<file path="src/sv/stl_pkg.sv">
// shared types, token kinds, character constants and classification functions
package stl_pkg;

    // token kinds
    localparam logic [5:0] K_IDENT = 6'd0;
    localparam logic [5:0] K_INT   = 6'd1;
    localparam logic [5:0] K_INC   = 6'd2;
    localparam logic [5:0] K_PLUS  = 6'd3;
    localparam logic [5:0] K_DEC   = 6'd4;
    localparam logic [5:0] K_MINUS = 6'd5;
    localparam logic [5:0] K_STAR  = 6'd6;
    localparam logic [5:0] K_SLASH = 6'd7;
    localparam logic [5:0] K_PCT   = 6'd8;
    localparam logic [5:0] K_EQEQ  = 6'd9;
    localparam logic [5:0] K_ASGN  = 6'd10;
    localparam logic [5:0] K_NEQ   = 6'd11;
    localparam logic [5:0] K_BANG  = 6'd12;
    localparam logic [5:0] K_SHL   = 6'd13;
    localparam logic [5:0] K_LT    = 6'd14;
    localparam logic [5:0] K_USHR  = 6'd15;
    localparam logic [5:0] K_SHR   = 6'd16;
    localparam logic [5:0] K_GT    = 6'd17;
    localparam logic [5:0] K_LAND  = 6'd18;
    localparam logic [5:0] K_AMP   = 6'd19;
    localparam logic [5:0] K_LOR   = 6'd20;
    localparam logic [5:0] K_BAR   = 6'd21;
    localparam logic [5:0] K_CARET = 6'd22;
    localparam logic [5:0] K_TILDE = 6'd23;
    localparam logic [5:0] K_DOT   = 6'd24;
    localparam logic [5:0] K_COMMA = 6'd25;
    localparam logic [5:0] K_LPAR  = 6'd26;
    localparam logic [5:0] K_RPAR  = 6'd27;
    localparam logic [5:0] K_LBRK  = 6'd28;
    localparam logic [5:0] K_RBRK  = 6'd29;
    localparam logic [5:0] K_LBRC  = 6'd30;
    localparam logic [5:0] K_RBRC  = 6'd31;
    localparam logic [5:0] K_COLON = 6'd32;
    localparam logic [5:0] K_QUEST = 6'd33;

    // characters
    localparam logic [7:0] CH_NL    = 8'h0A;
    localparam logic [7:0] CH_TAB   = 8'h09;
    localparam logic [7:0] CH_CR    = 8'h0D;
    localparam logic [7:0] CH_SPACE = 8'h20;
    localparam logic [7:0] CH_UNDER = 8'h5F;
    localparam logic [7:0] CH_PLUS  = 8'h2B;
    localparam logic [7:0] CH_MINUS = 8'h2D;
    localparam logic [7:0] CH_EQ    = 8'h3D;
    localparam logic [7:0] CH_BANG  = 8'h21;
    localparam logic [7:0] CH_LT    = 8'h3C;
    localparam logic [7:0] CH_GT    = 8'h3E;
    localparam logic [7:0] CH_AMP   = 8'h26;
    localparam logic [7:0] CH_BAR   = 8'h7C;
    localparam logic [7:0] CH_0     = 8'h30;
    localparam logic [7:0] CH_9     = 8'h39;
    localparam logic [7:0] CH_LA    = 8'h61;
    localparam logic [7:0] CH_LZ    = 8'h7A;
    localparam logic [7:0] CH_UA    = 8'h41;
    localparam logic [7:0] CH_UZ    = 8'h5A;

    // kind of the token held open while the next byte decides it
    typedef enum logic [3:0] {
        P_NONE  = 4'd0,
        P_IDENT = 4'd1,
        P_INT   = 4'd2,
        P_PLUS  = 4'd3,
        P_MINUS = 4'd4,
        P_EQ    = 4'd5,
        P_BANG  = 4'd6,
        P_LT    = 4'd7,
        P_GT    = 4'd8,
        P_GTGT  = 4'd9,
        P_AMP   = 4'd10,
        P_BAR   = 4'd11
    } pend_t;

    function automatic logic is_digit(input logic [7:0] ch);
        return (ch >= CH_0) && (ch <= CH_9);
    endfunction

    function automatic logic is_word_start(input logic [7:0] ch);
        return ((ch >= CH_LA) && (ch <= CH_LZ)) || ((ch >= CH_UA) && (ch <= CH_UZ))
            || (ch == CH_UNDER);
    endfunction

    function automatic logic is_word(input logic [7:0] ch);
        return is_word_start(ch) || is_digit(ch);
    endfunction

    function automatic logic is_space(input logic [7:0] ch);
        return (ch == CH_SPACE) || ((ch >= CH_TAB) && (ch <= CH_CR));
    endfunction

    // byte that extends an operator prefix
    function automatic logic [7:0] dbl_byte(input pend_t pk);
        logic [7:0] r;
        unique case (pk)
            P_PLUS:  r = CH_PLUS;
            P_MINUS: r = CH_MINUS;
            P_EQ:    r = CH_EQ;
            P_BANG:  r = CH_EQ;
            P_LT:    r = CH_LT;
            P_GT:    r = CH_GT;
            P_GTGT:  r = CH_GT;
            P_AMP:   r = CH_AMP;
            P_BAR:   r = CH_BAR;
            default: r = 8'h00;
        endcase
        return r;
    endfunction

    // kind when the prefix is extended
    function automatic logic [5:0] dbl_kind(input pend_t pk);
        logic [5:0] r;
        unique case (pk)
            P_PLUS:  r = K_INC;
            P_MINUS: r = K_DEC;
            P_EQ:    r = K_EQEQ;
            P_BANG:  r = K_NEQ;
            P_LT:    r = K_SHL;
            P_GT:    r = K_SHR;
            P_GTGT:  r = K_USHR;
            P_AMP:   r = K_LAND;
            P_BAR:   r = K_LOR;
            default: r = K_IDENT;
        endcase
        return r;
    endfunction

    // kind when nothing more joins the pending token
    function automatic logic [5:0] one_kind(input pend_t pk);
        logic [5:0] r;
        unique case (pk)
            P_INT:   r = K_INT;
            P_PLUS:  r = K_PLUS;
            P_MINUS: r = K_MINUS;
            P_EQ:    r = K_ASGN;
            P_BANG:  r = K_BANG;
            P_LT:    r = K_LT;
            P_GT:    r = K_GT;
            P_GTGT:  r = K_SHR;
            P_AMP:   r = K_AMP;
            P_BAR:   r = K_BAR;
            default: r = K_IDENT;
        endcase
        return r;
    endfunction

    // operator byte that may start a longer operator
    function automatic pend_t prefix_code(input logic [7:0] ch);
        pend_t r;
        unique case (ch)
            CH_PLUS:  r = P_PLUS;
            CH_MINUS: r = P_MINUS;
            CH_EQ:    r = P_EQ;
            CH_BANG:  r = P_BANG;
            CH_LT:    r = P_LT;
            CH_GT:    r = P_GT;
            CH_AMP:   r = P_AMP;
            CH_BAR:   r = P_BAR;
            default:  r = P_NONE;
        endcase
        return r;
    endfunction

    // single-byte punctuation, identifier kind means none
    function automatic logic [5:0] single_kind(input logic [7:0] ch);
        logic [5:0] r;
        unique case (ch)
            8'h2A:   r = K_STAR;
            8'h2F:   r = K_SLASH;
            8'h25:   r = K_PCT;
            8'h5E:   r = K_CARET;
            8'h7E:   r = K_TILDE;
            8'h2E:   r = K_DOT;
            8'h2C:   r = K_COMMA;
            8'h28:   r = K_LPAR;
            8'h29:   r = K_RPAR;
            8'h5B:   r = K_LBRK;
            8'h5D:   r = K_RBRK;
            8'h7B:   r = K_LBRC;
            8'h7D:   r = K_RBRC;
            8'h3A:   r = K_COLON;
            8'h3F:   r = K_QUEST;
            default: r = K_IDENT;
        endcase
        return r;
    endfunction

endpackage

</file>
<file path="src/sv/stl_front.sv">
// front end: byte classification, pending token tracking and position counters
module stl_front
    import stl_pkg::*;
#(
    parameter int OFFSET_BITS = 24,
    parameter int ROW_BITS    = 16,
    parameter int COL_BITS    = 16,
    parameter int LEN_BITS    = 8,
    parameter int REC_W       = 2 * (7 + ROW_BITS + COL_BITS + LEN_BITS + OFFSET_BITS) + 1
)
(
    input  logic             clk,
    input  logic             rst_n,
    input  logic             in_valid,
    output logic             in_ready,
    input  logic [7:0]       in_byte,
    input  logic             end_of_text,
    input  logic             q_full,
    output logic             q_push,
    output logic [REC_W-1:0] q_rec
);

    typedef struct packed {
        logic [5:0]             kind;
        logic [ROW_BITS-1:0]    row;
        logic [COL_BITS-1:0]    col;
        logic [LEN_BITS-1:0]    len;
        logic [OFFSET_BITS-1:0] off;
        logic                   bad;
    } tok_t;

    pend_t                  pend_reg, pend_next;
    logic [OFFSET_BITS-1:0] start_reg, start_next;
    logic [ROW_BITS-1:0]    prow_reg, prow_next;
    logic [COL_BITS-1:0]    pcol_reg, pcol_next;
    logic [LEN_BITS-1:0]    plen_reg, plen_next;
    logic [OFFSET_BITS-1:0] byte_cnt_reg, byte_cnt_next;
    logic [ROW_BITS-1:0]    line_cnt_reg, line_cnt_next;
    logic [COL_BITS-1:0]    col_cnt_reg, col_cnt_next;

    logic  accept;
    logic  used;
    logic  a_v, b_v, c_v;
    tok_t  a_tok, b_tok, c_tok, t0, t1;
    pend_t pc;

    assign in_ready = !q_full;
    assign accept   = in_valid && !q_full;
    assign pc       = prefix_code(in_byte);

    // pending token update and result collection for one byte
    always_comb
    begin
        pend_next  = pend_reg;
        start_next = start_reg;
        prow_next  = prow_reg;
        pcol_next  = pcol_reg;
        plen_next  = plen_reg;
        used  = 1'b0;
        a_v   = 1'b0;
        b_v   = 1'b0;
        c_v   = 1'b0;
        a_tok = '0;
        b_tok = '0;
        c_tok = '0;

        // settle or extend what is pending
        unique case (pend_reg)
            P_IDENT, P_INT:
            begin
                if ((pend_reg == P_IDENT) ? is_word(in_byte) : is_digit(in_byte))
                begin
                    used = 1'b1;
                    if (plen_reg != '1)
                    begin
                        plen_next = plen_reg + 1'b1;
                    end
                end
                else
                begin
                    a_v       = 1'b1;
                    a_tok     = '{one_kind(pend_reg), prow_reg, pcol_reg, plen_reg,
                                  start_reg, 1'b0};
                    pend_next = P_NONE;
                end
            end
            P_PLUS, P_MINUS, P_EQ, P_BANG, P_LT, P_GT, P_GTGT, P_AMP, P_BAR:
            begin
                if (in_byte == dbl_byte(pend_reg))
                begin
                    used = 1'b1;
                    if (pend_reg == P_GT)
                    begin
                        pend_next = P_GTGT;
                        plen_next = LEN_BITS'(2);
                    end
                    else
                    begin
                        a_v       = 1'b1;
                        a_tok     = '{dbl_kind(pend_reg), prow_reg, pcol_reg,
                                      (pend_reg == P_GTGT) ? LEN_BITS'(3) : LEN_BITS'(2),
                                      start_reg, 1'b0};
                        pend_next = P_NONE;
                    end
                end
                else
                begin
                    a_v       = 1'b1;
                    a_tok     = '{one_kind(pend_reg), prow_reg, pcol_reg, plen_reg,
                                  start_reg, 1'b0};
                    pend_next = P_NONE;
                end
            end
            default:
            begin
                pend_next = P_NONE;
            end
        endcase

        // a byte not taken by the pending token starts its own
        if (!used && !is_space(in_byte))
        begin
            if (is_word_start(in_byte) || is_digit(in_byte) || (pc != P_NONE))
            begin
                pend_next  = is_word_start(in_byte) ? P_IDENT
                           : (is_digit(in_byte) ? P_INT : pc);
                start_next = byte_cnt_reg;
                prow_next  = line_cnt_reg;
                pcol_next  = col_cnt_reg;
                plen_next  = LEN_BITS'(1);
            end
            else
            begin
                b_v   = 1'b1;
                b_tok = '{single_kind(in_byte), line_cnt_reg, col_cnt_reg, LEN_BITS'(1),
                          byte_cnt_reg, (single_kind(in_byte) == K_IDENT)};
            end
        end

        // flush at end of text
        if (end_of_text && (pend_next != P_NONE))
        begin
            c_v       = 1'b1;
            c_tok     = '{one_kind(pend_next), prow_next, pcol_next, plen_next,
                          start_next, 1'b0};
            pend_next = P_NONE;
        end
    end

    // pack up to two results in order
    always_comb
    begin
        t0 = a_v ? a_tok : (b_v ? b_tok : c_tok);
        t1 = a_v ? (b_v ? b_tok : c_tok) : c_tok;
    end

    assign q_push = accept && (a_v || b_v || c_v);
    assign q_rec  = {((a_v && (b_v || c_v)) || (b_v && c_v)), t1, t0};

    // position counters
    always_comb
    begin
        byte_cnt_next = (byte_cnt_reg != '1) ? byte_cnt_reg + 1'b1 : byte_cnt_reg;
        if (in_byte == CH_NL)
        begin
            line_cnt_next = (line_cnt_reg != '1) ? line_cnt_reg + 1'b1 : line_cnt_reg;
            col_cnt_next  = '0;
        end
        else
        begin
            line_cnt_next = line_cnt_reg;
            col_cnt_next  = (col_cnt_reg != '1) ? col_cnt_reg + 1'b1 : col_cnt_reg;
        end
    end

    // control state
    always_ff @(posedge clk or negedge rst_n)
    begin
        if (!rst_n)
        begin
            pend_reg     <= P_NONE;
            byte_cnt_reg <= '0;
            line_cnt_reg <= '0;
            col_cnt_reg  <= '0;
        end
        else if (accept)
        begin
            pend_reg     <= pend_next;
            byte_cnt_reg <= byte_cnt_next;
            line_cnt_reg <= line_cnt_next;
            col_cnt_reg  <= col_cnt_next;
        end
    end

    // pending token payload
    always_ff @(posedge clk)
    begin
        if (accept)
        begin
            start_reg <= start_next;
            prow_reg  <= prow_next;
            pcol_reg  <= pcol_next;
            plen_reg  <= plen_next;
        end
    end

endmodule

</file>
<file path="src/sv/stl_queue.sv">
// short queue of result records between front and back
module stl_queue
#(
    parameter int WIDTH = 8,
    parameter int DEPTH = 4
)
(
    input  logic             clk,
    input  logic             rst_n,
    input  logic             push,
    input  logic [WIDTH-1:0] wdata,
    output logic             full,
    input  logic             pop,
    output logic [WIDTH-1:0] rdata,
    output logic             empty
);

    localparam int PTR_W = (DEPTH > 1) ? $clog2(DEPTH) : 1;
    localparam int CNT_W = $clog2(DEPTH + 1);

    logic [WIDTH-1:0] slot_reg [DEPTH];
    logic [PTR_W-1:0] wptr_reg, wptr_next;
    logic [PTR_W-1:0] rptr_reg, rptr_next;
    logic [CNT_W-1:0] cnt_reg, cnt_next;
    logic             do_push, do_pop;

    assign full    = (cnt_reg == CNT_W'(DEPTH));
    assign empty   = (cnt_reg == '0);
    assign do_push = push && !full;
    assign do_pop  = pop && !empty;
    assign rdata   = slot_reg[rptr_reg];

    // pointer and fill count
    always_comb
    begin
        wptr_next = wptr_reg;
        rptr_next = rptr_reg;
        if (do_push)
        begin
            wptr_next = (wptr_reg == PTR_W'(DEPTH - 1)) ? '0 : wptr_reg + 1'b1;
        end
        if (do_pop)
        begin
            rptr_next = (rptr_reg == PTR_W'(DEPTH - 1)) ? '0 : rptr_reg + 1'b1;
        end
        cnt_next = cnt_reg + CNT_W'(do_push) - CNT_W'(do_pop);
    end

    always_ff @(posedge clk or negedge rst_n)
    begin
        if (!rst_n)
        begin
            wptr_reg <= '0;
            rptr_reg <= '0;
            cnt_reg  <= '0;
        end
        else
        begin
            wptr_reg <= wptr_next;
            rptr_reg <= rptr_next;
            cnt_reg  <= cnt_next;
        end
    end

    // storage
    always_ff @(posedge clk)
    begin
        if (do_push)
        begin
            slot_reg[wptr_reg] <= wdata;
        end
    end

endmodule

</file>
<file path="src/sv/stl_back.sv">
// back end: splits each record into tokens and drives the output register
module stl_back
#(
    parameter int OFFSET_BITS = 24,
    parameter int ROW_BITS    = 16,
    parameter int COL_BITS    = 16,
    parameter int LEN_BITS    = 8,
    parameter int REC_W       = 2 * (7 + ROW_BITS + COL_BITS + LEN_BITS + OFFSET_BITS) + 1
)
(
    input  logic                   clk,
    input  logic                   rst_n,
    input  logic [REC_W-1:0]       q_rec,
    input  logic                   q_empty,
    output logic                   q_pop,
    output logic                   out_valid,
    input  logic                   out_ready,
    output logic [5:0]             token_kind,
    output logic [ROW_BITS-1:0]    token_row,
    output logic [COL_BITS-1:0]    token_col,
    output logic [LEN_BITS-1:0]    token_length,
    output logic [OFFSET_BITS-1:0] token_offset,
    output logic                   bad_char,
    output logic                   run_end
);

    typedef struct packed {
        logic [5:0]             kind;
        logic [ROW_BITS-1:0]    row;
        logic [COL_BITS-1:0]    col;
        logic [LEN_BITS-1:0]    len;
        logic [OFFSET_BITS-1:0] off;
        logic                   bad;
    } tok_t;

    typedef struct packed {
        logic two;
        tok_t t1;
        tok_t t0;
    } rec_t;

    rec_t rec;
    tok_t cur;
    tok_t out_reg;
    logic out_valid_reg, out_valid_next;
    logic run_end_reg;
    logic sel_reg, sel_next;
    logic load, last;

    assign rec  = rec_t'(q_rec);
    assign cur  = sel_reg ? rec.t1 : rec.t0;
    assign last = !rec.two || sel_reg;
    assign load = !q_empty && (!out_valid_reg || out_ready);

    assign q_pop = load && last;

    // token select and output valid
    always_comb
    begin
        sel_next       = sel_reg;
        out_valid_next = out_valid_reg;
        if (load)
        begin
            sel_next       = !last;
            out_valid_next = 1'b1;
        end
        else if (out_ready)
        begin
            out_valid_next = 1'b0;
        end
    end

    always_ff @(posedge clk or negedge rst_n)
    begin
        if (!rst_n)
        begin
            sel_reg       <= 1'b0;
            out_valid_reg <= 1'b0;
        end
        else
        begin
            sel_reg       <= sel_next;
            out_valid_reg <= out_valid_next;
        end
    end

    // output payload
    always_ff @(posedge clk)
    begin
        if (load)
        begin
            out_reg     <= cur;
            run_end_reg <= last;
        end
    end

    assign out_valid    = out_valid_reg;
    assign token_kind   = out_reg.kind;
    assign token_row    = out_reg.row;
    assign token_col    = out_reg.col;
    assign token_length = out_reg.len;
    assign token_offset = out_reg.off;
    assign bad_char     = out_reg.bad;
    assign run_end      = run_end_reg;

endmodule

</file>
<file path="src/sv/source_token_lexer.sv">
// source_token_lexer: one byte per cycle in while the queue has room, tokens out through a registered output
// input: one byte accepted every cycle while the 4-record queue has room
// output: one token per cycle while out_ready is high; a byte that settles two tokens gives them one after the other
// result path: a byte's results are pushed into the queue, then loaded into the output register
// reset: asynchronous, clears pending token, line/column/byte counters, queue and out_valid
module source_token_lexer
    import stl_pkg::*;
#(
    parameter int OFFSET_BITS = 24,
    parameter int ROW_BITS    = 16,
    parameter int COL_BITS    = 16,
    parameter int LEN_BITS    = 8
)
(
    input  logic                   clk,
    input  logic                   rst_n,
    input  logic                   in_valid,
    output logic                   in_ready,
    input  logic [7:0]             in_byte,
    input  logic                   end_of_text,
    output logic                   out_valid,
    input  logic                   out_ready,
    output logic [5:0]             token_kind,
    output logic [ROW_BITS-1:0]    token_row,
    output logic [COL_BITS-1:0]    token_col,
    output logic [LEN_BITS-1:0]    token_length,
    output logic [OFFSET_BITS-1:0] token_offset,
    output logic                   bad_char,
    output logic                   run_end
);

    localparam int REC_W = 2 * (7 + ROW_BITS + COL_BITS + LEN_BITS + OFFSET_BITS) + 1;
    localparam int Q_DEPTH = 4;

    logic             q_push, q_pop, q_full, q_empty;
    logic [REC_W-1:0] q_wrec, q_rrec;

    // classify bytes and build result records
    stl_front #(
        .OFFSET_BITS (OFFSET_BITS),
        .ROW_BITS    (ROW_BITS),
        .COL_BITS    (COL_BITS),
        .LEN_BITS    (LEN_BITS),
        .REC_W       (REC_W)
    ) u_front (
        .clk         (clk),
        .rst_n       (rst_n),
        .in_valid    (in_valid),
        .in_ready    (in_ready),
        .in_byte     (in_byte),
        .end_of_text (end_of_text),
        .q_full      (q_full),
        .q_push      (q_push),
        .q_rec       (q_wrec)
    );

    // decoupling queue
    stl_queue #(
        .WIDTH (REC_W),
        .DEPTH (Q_DEPTH)
    ) u_queue (
        .clk   (clk),
        .rst_n (rst_n),
        .push  (q_push),
        .wdata (q_wrec),
        .full  (q_full),
        .pop   (q_pop),
        .rdata (q_rrec),
        .empty (q_empty)
    );

    // serialize records onto the output
    stl_back #(
        .OFFSET_BITS (OFFSET_BITS),
        .ROW_BITS    (ROW_BITS),
        .COL_BITS    (COL_BITS),
        .LEN_BITS    (LEN_BITS),
        .REC_W       (REC_W)
    ) u_back (
        .clk          (clk),
        .rst_n        (rst_n),
        .q_rec        (q_rrec),
        .q_empty      (q_empty),
        .q_pop        (q_pop),
        .out_valid    (out_valid),
        .out_ready    (out_ready),
        .token_kind   (token_kind),
        .token_row    (token_row),
        .token_col    (token_col),
        .token_length (token_length),
        .token_offset (token_offset),
        .bad_char     (bad_char),
        .run_end      (run_end)
    );

endmodule

</file>
<file path="config.mk">
export PLATFORM = sky130hd
export DESIGN_NAME = source_token_lexer
export DESIGN_NICKNAME = d
export VERILOG_FILES = /design/src/sv/stl_pkg.sv /design/src/sv/stl_front.sv /design/src/sv/stl_queue.sv /design/src/sv/stl_back.sv /design/src/sv/source_token_lexer.sv
export SDC_FILE = /design/constraint.sdc
export NUM_CORES = 1
export LEC_CHECK = 0
export BUFFER_PORTS_ARGS = -buffer_cell sky130_fd_sc_hd__buf_2
export CAP_MARGIN = 20
export CORE_UTILIZATION = 40
export DETAILED_ROUTE_END_ITERATION = 8
export SETUP_SLACK_MARGIN = 0.02
export SLEW_MARGIN = 10
export SYNTH_ARGS = -nofsm -noshare
export SYNTH_HDL_FRONTEND = slang
export SYNTH_SLANG_ARGS = --single-unit
export TNS_END_PERCENT = 50
</file>
<file path="constraint.sdc">
create_clock -name clk -period 8.13 [get_ports clk]
set_input_delay 0.813 -clock clk [delete_from_list [all_inputs] [get_ports clk]]
set_output_delay 0.813 -clock clk [all_outputs]
set_load 0.005 [all_outputs]
</file>
## After elaboration in Yosys (flattened, before gate mapping)

Memories as Yosys holds them, arrays and structs flattened.
Cells that the tools add are included.
W data, S select, Z words.

| storage, ports and cells | value |
|---|---|
| output and inout port bits | 74 |
| input port bits | 13 |
| latch bits | 0 |
| RAM bits | 572 |
| memories kept | 6 |
| ROM bits | 432 |
| word-level logic and storage cells | 188 |
| register bits after elaboration | 205 |

| operators by class | value |
|---|---|
| shift operators | 0 |
| multiplexer cells | 58 |
| $mul | 0 |
| equality and inequality tests | 45 |
| reduce and logical (&&, ||, !) cells | 43 |
| magnitude comparators | 8 |
| add/subtract/negate cells | 8 |
| bitwise operators | 0 |
| div/mod/pow operators | 0 |

Memories:

| name | depth | width | rd ports | clocked after memory_dff | write ports | line | text |
|---|---|---|---|---|---|---|---|
| u_queue.slot_reg | 4 | 143 | 1 | 0 | 1 | stl_queue.sv:21 | `logic [WIDTH-1:0] slot_reg [DEPTH];` |
| (no name shown) | 16 | 7 | 1 | 0 | 0 | stl_pkg.sv:97 | `unique case (pk)` |
| (no name shown) | 16 | 5 | 1 | 0 | 0 | stl_pkg.sv:133 | `unique case (pk)` |
| (no name shown) | 16 | 5 | 1 | 0 | 0 | stl_pkg.sv:115 | `unique case (pk)` |
| (no name shown) | 16 | 5 | 1 | 0 | 0 | stl_pkg.sv:133 |  |
| (no name shown) | 16 | 5 | 1 | 0 | 0 | stl_pkg.sv:133 |  |

Operator list:

| cell | number |
|---|---|
| $mux W71 | 10 |
| $pmux W71 S2 | 1 |
| $eq A8 B6 Y1 const B | 17 |
| $mux W16 | 6 |
| $pmux W6 S15 | 1 |
| $eq A8 B7 Y1 const B | 8 |
| $mux W8 | 7 |
| $mux W24 | 2 |
| $add A16 B1 Y16 const B | 2 |
| $mux W4 | 8 |
| $ne A16 B16 Y1 const B | 2 |
| $pmux W4 S8 | 1 |
| $add A24 B1 Y24 const B | 1 |
| $ne A24 B24 Y1 const B | 1 |
| $eq A4 B3 Y1 const B | 4 |
| $eq A4 B4 Y1 const B | 4 |
| $ge A8 B7 Y1 const B | 2 |
| $le A8 B7 Y1 const B | 2 |
| $pmux W8 S2 | 1 |
| $logic_and A1 B1 Y1 | 14 |
| $mux W1 | 14 |
| $mux W6 | 2 |
| $logic_or A1 B1 Y1 | 11 |
| $reduce_or A9 Y1 | 1 |
| other kinds (26) | 40 |

## Logic depth before layout (Yosys ltp)

Gate-level depths: netlist (run 1).

| logic depth | value |
|---|---|
| depth after elaboration | 19 |
| mapped depth | 18 |
| mapped depth without buffers | 15 |

## Modules after synthesis

A second synthesis (run 1) with hierarchy kept.

| second synthesis, totals | value |
|---|---|
| cells, all modules | 1,950 |
| area total of the unflattened synthesis | 33,597.2 sq um |

Modules (own cells, without submodules):

| module | times used | seq. area each (sq um) | cells an instance | area each (sq um) |
|---|---|---|---|---|
| stl_queue | 1 | 17,351.6 | 791 | 21,062.7 |
| stl_front | 1 | 3,423.3 | 998 | 9,067.4 |
| stl_back | 1 | 2,212.1 | 161 | 3,467.1 |

## Worst setup path after synthesis (run 1)

OpenSTA, ideal clock, no wires.

| timing path | value |
|---|---|
| kind | register to register |
| from | register u_front.pend_reg[3] |
| to | memory u_queue.slot_reg[0][0] (netlist name) (enable) |
| data arrival time | 6.327 ns |
| stages on the path, launching flop included | 15 |
| library setup time | 0.520 ns |
| period minus slack after synthesis | 6.847 ns |
| setup slack | 1.283 ns |
| path buffers | 3 |
| data required time | 7.610 ns |
| cells stage by stage | dfrtp_1 -> buf_4 -> clkbuf_1 -> inv_1 -> ha_1 -> xor2_1 -> a211oi_2 -> nand4_2 -> nor4_1 -> a21o_1 -> a31o_2 -> o41ai_4 -> buf_4 -> a21oi_2 -> and2_1 |

| between the ends | value |
|---|---|
| longest elaborated chain between the ends | 16 |
| elaborated cells between the ends (all ways) | 42 |
| those cells by class | 12 x eq/ne; 19 x mux; 10 x reduce/logical; 1 x memory |

Ends and longest elaborated chain:

| item | line | text |
|---|---|---|
| start: declaration | stl_front.sv:32 | `pend_t pend_reg, pend_next;` |
| start signal: assignment | stl_front.sv:188 | `pend_reg <= pend_next;` |
| $mem_v2 Z16 W7 | -- |  |
| $mux W8 | stl_front.sv:68 | `unique case (pend_reg)` |
| $eq A8 B8 Y1 | stl_front.sv:89 | `if (in_byte == dbl_byte(pend_reg))` |
| $mux W1 | stl_front.sv:89 |  |
| $pmux W1 S2 | stl_front.sv:68 |  |
| $logic_not A1 Y1 | stl_front.sv:121 | `if (!used && !is_space(in_byte))` |
| $logic_and A1 B1 Y1 | stl_front.sv:121 |  |
| $mux W4 | stl_front.sv:121 |  |
| $reduce_bool A4 Y1 | stl_front.sv:141 | `if (end_of_text && (pend_next != P_NONE))` |
| $logic_and A1 B1 Y1 | stl_front.sv:141 |  |
| $mux W1 | stl_front.sv:141 |  |
| $logic_or A1 B1 Y1 (*) | stl_front.sv:157 | `assign q_push = accept && (a_v \|\| b_v \|\| c_v);` |
| $logic_and A1 B1 Y1 (*) | stl_front.sv:157 |  |
| $logic_and A1 B1 Y1 (*) | stl_queue.sv:29 | `assign do_push = push && !full;` |
| net u_queue.do_push | stl_queue.sv:25 | `logic do_push, do_pop;` |
| $mux W1 (*) | stl_queue.sv:68 | `if (do_push)` |
| $mux W1 (not written as such) (*) | stl_queue.sv:70 | `slot_reg[wptr_reg] <= wdata;` |
| end: declaration | stl_queue.sv:21 |  |

Mark *: on every way through the listed nets, which the timed path passes. The rest lies on a longest branch. The select of a mux whose other input is x is not followed.

## Worst setup path after layout (run 1)

| timing path | value |
|---|---|
| from | register u_front.pend_reg[3] |
| to | memory u_queue.slot_reg[2][90] (netlist name) (data pin) |

| between the ends | value |
|---|---|
| elaborated cells between the ends (all ways) | 40 |
| those cells by class | 12 x eq/ne; 21 x mux; 6 x reduce/logical; 1 x memory |

RTL lines:

| item | line | text |
|---|---|---|
| $mem_v2 Z16 W7 | -- |  |
| $mux W8 | stl_front.sv:68 |  |
| $eq A8 B8 Y1 | stl_front.sv:89 |  |
| $mux W1 | stl_front.sv:89 |  |
| $pmux W1 S2 (*) | stl_front.sv:68 |  |
| $logic_not A1 Y1 (*) | stl_front.sv:121 |  |
| $logic_and A1 B1 Y1 (*) | stl_front.sv:121 |  |
| $mux W24 (*) | stl_front.sv:121 |  |
| net u_front.start_next[18] | stl_front.sv:33 | `logic [OFFSET_BITS-1:0] start_reg, start_next;` |
| $mux W71 (*) | stl_front.sv:141 |  |
| $mux W71 | stl_front.sv:154 | `t1 = a_v ? (b_v ? b_tok : c_tok) : c_tok;` |
| $mux W71 (*) | stl_front.sv:154 |  |
| net q_wrec[90] | source_token_lexer.sv:36 | `logic [REC_W-1:0] q_wrec, q_rrec;` |

Marked as above.

==> results of run 1 <==
-- cells in the final DEF, fill, tap and decap left out, drive strengths merged, types with 20 or more instances in the layout --
cell type / n
a21oi: 26
a22o: 64
a32o: 58
buf: 110
clkbuf: 101
clkinv: 32
dfrtp: 69
edfxtp: 708
ha: 20
inv: 24
mux2: 63
mux4: 143
nand2: 287
nand3: 31
nor2: 55
nor3: 23
o21ai: 35
xnor2: 33
xor2: 28
-- worst max-delay path: stages, from the launching register on --
cell	delay [ns]
dfrtp_1	0.83
inv_1	0.20
ha_1	0.30
o21ai_1	0.42
o22ai_1	0.55
a211oi_1	0.70
and2_2	0.89
buf_4	0.52
mux2_2	0.40
a32o_1	0.31
-- worst paths after layout --
check / start / to / slack, ns
worst max register to register: u_front.pend_reg[3] / u_queue.slot_reg[2][90] / 2.69
worst min register to register: u_front.byte_cnt_reg[5] / u_front.byte_cnt_reg[5] / 0.54
worst max-delay path: u_front.pend_reg[3] / u_queue.slot_reg[2][90] / 2.69
worst min-delay path: rst_n / u_front.pend_reg[2] / 0.53
min in group clk: out_ready / u_back.out_valid / 0.53
max in group asynchronous: rst_n / u_queue.rptr_reg[0] / 6.37
-- logic make-up after synthesis --
family / share of synthesized area
AND/OR/NAND/NOR: 0.0678
XOR/XNOR: 0.0164
flip-flops: 0.705
AO/OA/AOI/OAI: 0.0627
adder cells (fa/ha/maj): 0.00829
buffers and inverters: 0.0192
multiplexers: 0.121
-- stage by stage --
| step | hold WS [ns] | setup slack (ns) | power (W) |
|---|---|---|---|
| 4_1_cts | 0.487 | 2.72 | 0.0131 |
| 2_1_floorplan | 0.480 | 1.28 | 0.00815 |
| 3_3_place_gp | 0.513 | 2.99 | 0.00926 |
| 5_1_grt | 0.513 | 2.41 | 0.0136 |
| 6_report | 0.531 | 2.69 | 0.0130 |
| 3_5_place_dp | 0.528 | 2.76 | 0.00933 |
-- Yosys cell counts (3+ instances only) --
library cell  instances  area share
nor2_1               55      0.0063
a21o_1                6      0.0014
a31o_2                3     0.00081
a22o_1               64       0.017
nor3_1               22      0.0034
inv_1                21      0.0024
o31ai_1               3     0.00069
nand2_1             286       0.033
buf_4                 7      0.0016
xnor2_1              33      0.0089
nand4_1              14      0.0027
o22ai_1               7      0.0013
clkbuf_1             61      0.0070
buf_2                23      0.0035
dfrtp_1              69       0.053
or3_1                 9      0.0017
a32oi_1               3     0.00081
ha_1                 20      0.0077
nand3_1              31      0.0048
buf_1                23      0.0026
xor2_1               28      0.0075
nor4_1                8      0.0015
o221ai_1              3     0.00081
or2_2                 3     0.00058
buf_6                 5      0.0017
mux2_2               61       0.021
o32a_1                3     0.00092
edfxtp_1            708        0.65
a22oi_1               9      0.0021
a31oi_1               6      0.0012
nand2b_1              5     0.00096
and4_1                4      0.0011
a21oi_1              25      0.0038
o21a_1                5      0.0012
and3_1               11      0.0021
nor2b_1              13      0.0025
a32o_1               58       0.018
and2_1               13      0.0025
mux4_2              143       0.099
a211oi_1              5      0.0012
o21ai_0              33      0.0051
-- timing repair --
item,in CTS,in global routing
hold buffers,1,0
resized for setup,0,0
endpoints found under the setup margin,0,0
hold endpoints to repair,4,0
-- cell type report --
| type | count | area, um2 |
|---|---|---|
| clock buffer | 101 | 2190 |
| clock inverter | 47 | 538 |
| fill | 6845 | 43700 |
| inverter | 23 | 87.6 |
| multi-input combinational | 1032 | 9030 |
| sequential | 777 | 23000 |
| tap | 1060 | 1330 |
| timing repair buffer | 111 | 686 |
-- power by group --
part	internal (W)	switching [W]	leakage, nW	total (W)
logic	0.00132	0.00190	3.83	0.00322
registers	0.00555	0.000392	7.55	0.00595
clock network	0.00229	0.00150	1.33	0.00379
-- per-layer routing --
metal,GRT usage,vias to the layer above
met5,0,-
met4,0.0520,0
met3,0.0296,100
met2,0.311,491
met1,0.237,9291
li1,-,7862
==> run metrics, run 1 <==
Avg WL per Cell between 20 and 25 um; total CTS buffers 81; # rows around 100; first-pass GRT wire length between 100 and 150 mm; Vias 17,700; Starting Density 0.405; core area just over 80,000 um2; GRT Util Overall 0.181; Synth Flop Type edfxtp_1; synthesis warning total 0; total routed wirelength 73.9 mm; hpwl dp around 40 mm; period utilisation layout 0.669; Setup Fix Bufs, Post-CTS 0; vias per cell between 5 and 6; LEAKAGE 12.7 nW; endpoints failing setup 0; layout cells sized above 1 0.222; Iteration-0 DRC Markers 1,442; M1 WL ~31 mm; Die W 287 um; final net count 2,060; Max Slew Vio Count 0; sequential area share after synthesis 0.705; dpl cell area 34,100 um2; Power Density 352 nW/um2; Hold Fails Final Rpt 0; setup TNS 0 ns; Clock Skews 0.0245 ns; clk buf depth 3; HP Class in2async; Gate Count Post-Synth between 1,500 and 2,000; Synth cell types 71; Congestion Overflow GR 0; initial antenna violation count 0; endpoint class of the critical path register; achievable frequency 184 MHz; final cell count without fillers 3,151; vias in the first global route around 19,000; Die Y-Extent 287 um; RSZ-0062 raised after global routing no; Setup Crit Path Kind reg2reg; antenna viol nets, final 0; synthesis-stage register bit count 777; Async SR Flop Fraction 0.0888; Worst setup SP type register; detailed-route DRC error count 0; Post-synth EDFFs 708; Worst EP arrival 5.78 ns; DRT Pass-1 Iters 5; final core occ 0.458; status complete, no violations; clock sinks 777; RePlAce Congestion around 0.79; syn_area_per_cell 16.7 um2; Synthesized Nets 1,985; P&R area growth vs syn 13.0%; max_slew headroom 0.262; worst-margin pin slew 1.11 ns; fin area 36,900 um2; Inst Count DP 3,001; WL met2 37.2 mm; synthesized cell area 32,600 um2; top layer used by detailed routing met4; fin crit period about 5.4 ns; # IOs 87; number of diodes 0; CTS tree done; die area 82,700 um2; worst-skew pair later-pin latency 0.63 ns; met3 wire len 3.56 mm; max-cap violation count 0; R2R cell count 9; Largest register FFs 572; Reg clk slew, reported paths 0.06 ns; htree depth 3; largest net degree at the start of global routing 144; CP required 8.47 ns; # port buffers 86; clk root buf clkbuf_16; CP max FO 31; worst vdd ir roughly 190 uV
Note: power is estimated with default switching activity, not from simulation.
==> inputs of run 2 (changes only) <==
--- a/config.mk
+++ b/config.mk
@@ -5,6 +5,7 @@
 export SDC_FILE = /design/constraint.sdc
 export NUM_CORES = 1
 export LEC_CHECK = 0
+export ABC_AREA = 1
 export BUFFER_PORTS_ARGS = -buffer_cell sky130_fd_sc_hd__buf_2
 export CAP_MARGIN = 20
 export CORE_UTILIZATION = 40
==> constraint.sdc (replaced) <==
create_clock -name clk -period 4.6 [get_ports clk]
set_input_delay 0.46 -clock clk [delete_from_list [all_inputs] [get_ports clk]]
set_output_delay 0.46 -clock clk [all_outputs]
set_load 0.005 [all_outputs]
==> run 2 against run 1 <==
  * Power grew 85%
  * Non-clock buffer count grew 10
  * Critical path depth grew 6
  * Clock power grew 72%
  * Design area grew 2.3%
  * Synthesized cell count grew 52%
  * Fmax grew 38%
  * Clock-buffer cell count grew 6
  * Die area grew 2.6%
  * Highest routed layer unchanged
==> run metrics, run 2 <==
status complete, no violations; max-cap violation count 0; Hold Fails Final Rpt 0; core area 82,500 um2; synthesis warning total 0; Synth cell types 40; Clock Skews 0.0256 ns; DRT Pass-1 Iters 5; Post-synth top cells 708 x edfxtp_1, 589 x nor2_1, 358 x o21ai_0, 250 x nand2_1, 138 x inv_1; top cell type's share of synthesized area 0.635; endpoints failing setup 0; Reg area 23,000 um2; # port buffers 86; Iteration-0 DRC Markers around 2,100; Vias 22,800; HP Class in2async; htree depth 3; most numerous cell in the Yosys netlist edfxtp_1; area of the multi-input gates 9220 um2; synthesized cell area 33,500 um2; worst-skew pair later-pin latency 0.63 ns; achievable frequency 253 MHz; GRT Util Overall 0.196; clock sinks between 700 and 800; Largest register FFs approximately 570; # rows 105; Die Y-Extent around 290 um; fin crit period ~3.9 ns; Setup WS pre-CTS 0.758 ns; post-CTS sizing 0; synthesis-stage register bit count 777; vias in the first global route roughly 22,000; total CTS buffers roughly 80; sequential area share after synthesis 0.687; # IOs 87; first-pass GRT wire length roughly 130 mm; post-synth top area cell edfxtp_1; die area 84,800 um2; vias per cell between 5 and 6; RePlAce Congestion 0.850; final core occ 0.457; P&R area growth vs syn 12.7%; worst hold margin ~0.38 ns; period utilisation layout 0.858; Worst setup SP type register; Synth Flop Type edfxtp_1; syn_area_per_cell 11.2 um2; largest cells by area after synthesis edfxtp_1 64%, nor2_1 6.6%, o21ai_0 5.4%; layout cells sized above 1 0.107; total routed wirelength 83.5 mm; R2R cell count 15; worst vdd ir 659 uV; Reg clk slew, reported paths 0.07 ns; max_slew headroom 0.267; Power Density 635 nW/um2; CP max FO 58; clk root buf clkbuf_16; PnR worst setup slack 0.654 ns; Avg WL per Cell 20.1 um; LEAKAGE 13.5 nW; antenna viol nets, final 0; hpwl dp roughly 44 mm; final net count 3,042; clk buf depth 3; Post-synth EDFFs 708; total power 0.0239 W; Congestion Overflow GR 0; highest-count cells in the layout ignoring fill and taps 708 x edfxtp_1, 585 x nor2_1, 358 x o21ai_0; Die W ~290 um; number of diodes 0; Gate Count Post-Synth 2,975; CTS tree done; Setup Crit Path Kind reg2reg; CP required approximately 5.0 ns; most common cell after layout, fill and taps aside edfxtp_1; RSZ-0062 raised after global routing no; worst-margin pin slew 1.10 ns; endpoint class of the critical path register; Max Slew Vio Count 0; Starting Density 0.406; detailed-route DRC error count 0; # fillers 7,486; Async SR Flop Fraction 0.0888; Worst EP arrival between 4 and 5 ns; Synthesized Nets ~3,000; largest net degree at the start of global routing 205; initial antenna violation count 0
-- run 2: cell families after synthesis --
logic type / count (synthesis) / synth area share
simple gates: 1057 / 0.132
flops: 777 / 0.687
compound gates: 751 / 0.121
buf+inv: 326 / 0.0402
xor+xnor: 43 / 0.0113
fa+ha+maj: 21 / 0.00808
-- run 2: layout make-up --
cell class                      count  area share
Clock buffer                      107      0.0607
Clock inverter                     45      0.0107
Inverter                          155      0.0159
Multi-Input combinational cell   1872       0.245
Sequential cell                   777       0.610
Tap cell                         1070      0.0355
Timing Repair Buffer              121      0.0229
-- run 2: metal layers --
metal  track usage  vias up  wire length (um)
li1              -    10700                 -
met2         0.320      703             39800
met1         0.265    11200             36500
met4        0.0676        0              1910
met3        0.0305      115              5370
met5             0        -                 0
-- run 2: path summary, 6_finish.rpt --
path	start	to	slack, ns
worst min-delay path	rst_n	u_back.out_valid	0.38
min in group clk	u_front.byte_cnt_reg[2]	u_front.byte_cnt_reg[2]	0.49
max in group asynchronous	rst_n	u_queue.rptr_reg[1]	3.22
worst min register to register	u_front.byte_cnt_reg[2]	u_front.byte_cnt_reg[2]	0.49
worst max register to register	u_front.pend_reg[3]	u_queue.slot_reg[2][15]	0.65
worst max-delay path	u_front.pend_reg[3]	u_queue.slot_reg[2][15]	0.65
-- run 2: report_power, final --
part           internal, W  switching, W  total (W)
Clock              0.00380       0.00271    0.00651
Combinational      0.00192       0.00507    0.00699
Sequential         0.00993      0.000517     0.0105
-- run 2: critical path, stage by stage, from the launching register on --
cell and delay, ns:
dfrtp_1 0.60, inv_2 0.20, ha_4 0.31, inv_2 0.03
nand2_1 0.04, nand2_1 0.04, nor2_1 0.09, nand2_1 0.07
nor2_2 0.12, nand4_1 0.36, nand4_1 0.22, nand2_1 0.11
nand3_2 0.10, buf_4 0.83, nand3_1 0.21, a21oi_1 0.34
-- run 2: through the flow --
stage,instance area (um2),cells,setup TNS [ns]
floorplan,33500,2975,-41.16
global placement,35000,3993,0
detailed placement,35000,3993,0
CTS,37700,4147,0
global route,37700,4147,0
finish,37700,4147,0
-- run 2: repair_timing --
action,in CTS,in global routing
buffers inserted,0,0
hold endpoints to repair,32,0
hold buffers,2,0
endpoints found under the setup margin,0,0
==> inputs of run 3 (changes only) <==
--- a/config.mk
+++ b/config.mk
@@ -8,6 +8,7 @@
 export ABC_AREA = 1
 export BUFFER_PORTS_ARGS = -buffer_cell sky130_fd_sc_hd__buf_2
 export CAP_MARGIN = 20
+export CORE_ASPECT_RATIO = 1.2
 export CORE_UTILIZATION = 40
 export DETAILED_ROUTE_END_ITERATION = 8
 export SETUP_SLACK_MARGIN = 0.02
==> run 3 against run 2 <==
  * Clock power about the same
  * Die area about the same
  * Design area rose by 0.24%
  * Register-to-register slack lost 0.12 ns
  * Combinational power down 0.7%
  * Via count about the same
  * Largest power group unchanged
  * Highest routed layer unchanged
==> run metrics, run 3 (synthesized netlist as in run 2, its figures left out) <==
worst vdd ir 359 uV; Max Slew Vio Count 0; Switching Fraction 0.339; core area 82,400 um2; RSZ-0062 raised after global routing no; Crit path largest cell delay 0.81 ns; worst hold margin between 0.06 and 0.07 ns; beginning of the critical path u_front.pend_reg[3]; LEAKAGE 13.5 nW; Internal 0.0159 W; Largest register FFs 572; total CTS buffers 77; layout cells sized above 1 0.104; # port buffers 86; clk root buf clkbuf_16; worst-skew pair later-pin latency roughly 0.62 ns; CP max FO 64; Setup WS pre-CTS 0.595 ns; Gate power share 0.289; Worst setup SP type register; endpoint class of the critical path register; # rows 115; Reg power frac 0.439; area of the multi-input gates 9220 um2; worst-margin pin slew 1.05 ns; PnR worst setup slack 0.531 ns; # IOs 87; critical path, cell by cell inv_2, ha_4, inv_2, nand2_1, nand2_1, nor2_1, nand2_1, nor2_2, nand4_1, nand2_1, nor2_2, nor2_4, buf_4, a21oi_1; R2R cell count 14; RePlAce Congestion 0.836; r2r setup slk 0.53 ns; CTS tree done; Clock Skews 0.0294 ns; Worst path most repeated cell nand2_1; detailed-route DRC error count 0; # fillers 7,468; hold_sp out_ready; Vias 22,700; Congestion Overflow GR 0; Avg WL per Cell 19.9 um; die area roughly 85,000 um2; Iteration-0 DRC Markers 1,781; Inst Count DP 4,043; Worst EP arrival between 4 and 5 ns; vias in the first global route 22,400; clock sinks 777; Worst Hold Depth 2; Die W 266 um; final core occ 0.458; status complete, no violations; final cell count without fillers ~4,200; first-pass GRT wire length 128 mm; fin crit period 4.07 ns; Hold Path End u_back.out_valid; largest net degree at the start of global routing 156; Starting Density 0.406; Hold Fails Final Rpt 0; RR Endpoint u_queue.slot_reg[0][35]; CP required 4.89 ns; htree depth 3; highest-count cells in the layout ignoring fill and taps 708 x edfxtp_1, 585 x nor2_1, 358 x o21ai_0; endpoints failing setup 0; initial antenna violation count 0; number of diodes 0; max_slew headroom 0.298; NetSw a little over 0.008 W; period utilisation layout 0.885; vias per cell ~5.4; DRT Pass-1 Iters 5; clk buf depth 3; final net count 3,048; Critical R2R Launch u_front.pend_reg[3]; Reg clk slew, reported paths 0.07 ns; HP Class in2reg; achievable frequency roughly 250 MHz; GRT Util Overall 0.195; Setup Fix Bufs, Post-CTS 0; most common cell after layout, fill and taps aside edfxtp_1; max-cap violation count 0; Setup Crit Path Kind reg2reg; Power Density 636 nW/um2; total power 0.0240 W; total routed wirelength 83.1 mm; antenna viol nets, final 0; P&R area growth vs syn 12.9%; Clock power frac 0.272; hpwl dp around 46 mm; Die Y-Extent 319 um; Reg area 23,000 um2; Worst path slowest cell buf_4
## run 3: through the flow
stage | TNS, ns | area [um2]
final | 0 | 37800
after global placement | 0 | 35100
after global routing | 0 | 37800
after detailed placement | 0 | 35100
after CTS | 0 | 37700
after floorplan | -41.16 | 33500
## run 3: routing by layer
metal  global-route usage  wire length [um]  up-vias
met2                0.346             42200      633
met4               0.0644              2010        0
li1                     -                 -    10700
met3               0.0251              4000      125
met1                0.244             34900    11300
met5                    0                 0        -
## run 3: area by class of cell
cell class                 count  share of cell area
multi-input combinational   1872               0.244
inverter                     155              0.0158
clock buffer                 105              0.0559
clock inverter                34              0.0132
tap                         1111              0.0368
sequential                   777               0.608
timing repair buffer         131              0.0258
## run 3: timing repair
item / in CTS / in global routing
endpoints found under the hold margin: 0 / 16
gates resized for setup: 0 / 0
hold buffers: 0 / 1
## run 3: worst max-delay path, delay by kind of cell (launching register included)
kind	cells	cell delay, ns
DFF	1	0.60
and+or+nand+nor	9	1.46
AOI/OAI and AO/OA	1	0.31
adders and majority gates	1	0.31
buffers and inverters	3	1.05
## run 3: power by group through the flow
| stage | registers, W | logic (W) | clock network, W |
|---|---|---|---|
| after CTS | 0.0105 | 0.00703 | 0.00667 |
| after global routing | 0.0107 | 0.00774 | 0.00695 |
| after detailed placement | 0.0107 | 0.00700 | 0 |
| final | 0.0105 | 0.00694 | 0.00654 |
| after global placement | 0.0107 | 0.00693 | 0 |
| after floorplan | 0.0106 | 0.00443 | 0 |
## run 3: how the worst max path moves through the flow
stage          slack (ns)  depth (start not counted)                        to
6_report             0.53                         14   u_queue.slot_reg[0][35]
2_1_floorplan       -0.09                         19    u_queue.slot_reg[0][0]
5_1_grt              0.19                         21        u_queue.cnt_reg[2]
3_3_place_gp         0.61                         17  u_queue.slot_reg[0][141]
3_5_place_dp         0.59                         14   u_queue.slot_reg[2][37]
4_1_cts              0.57                         14   u_queue.slot_reg[2][37]
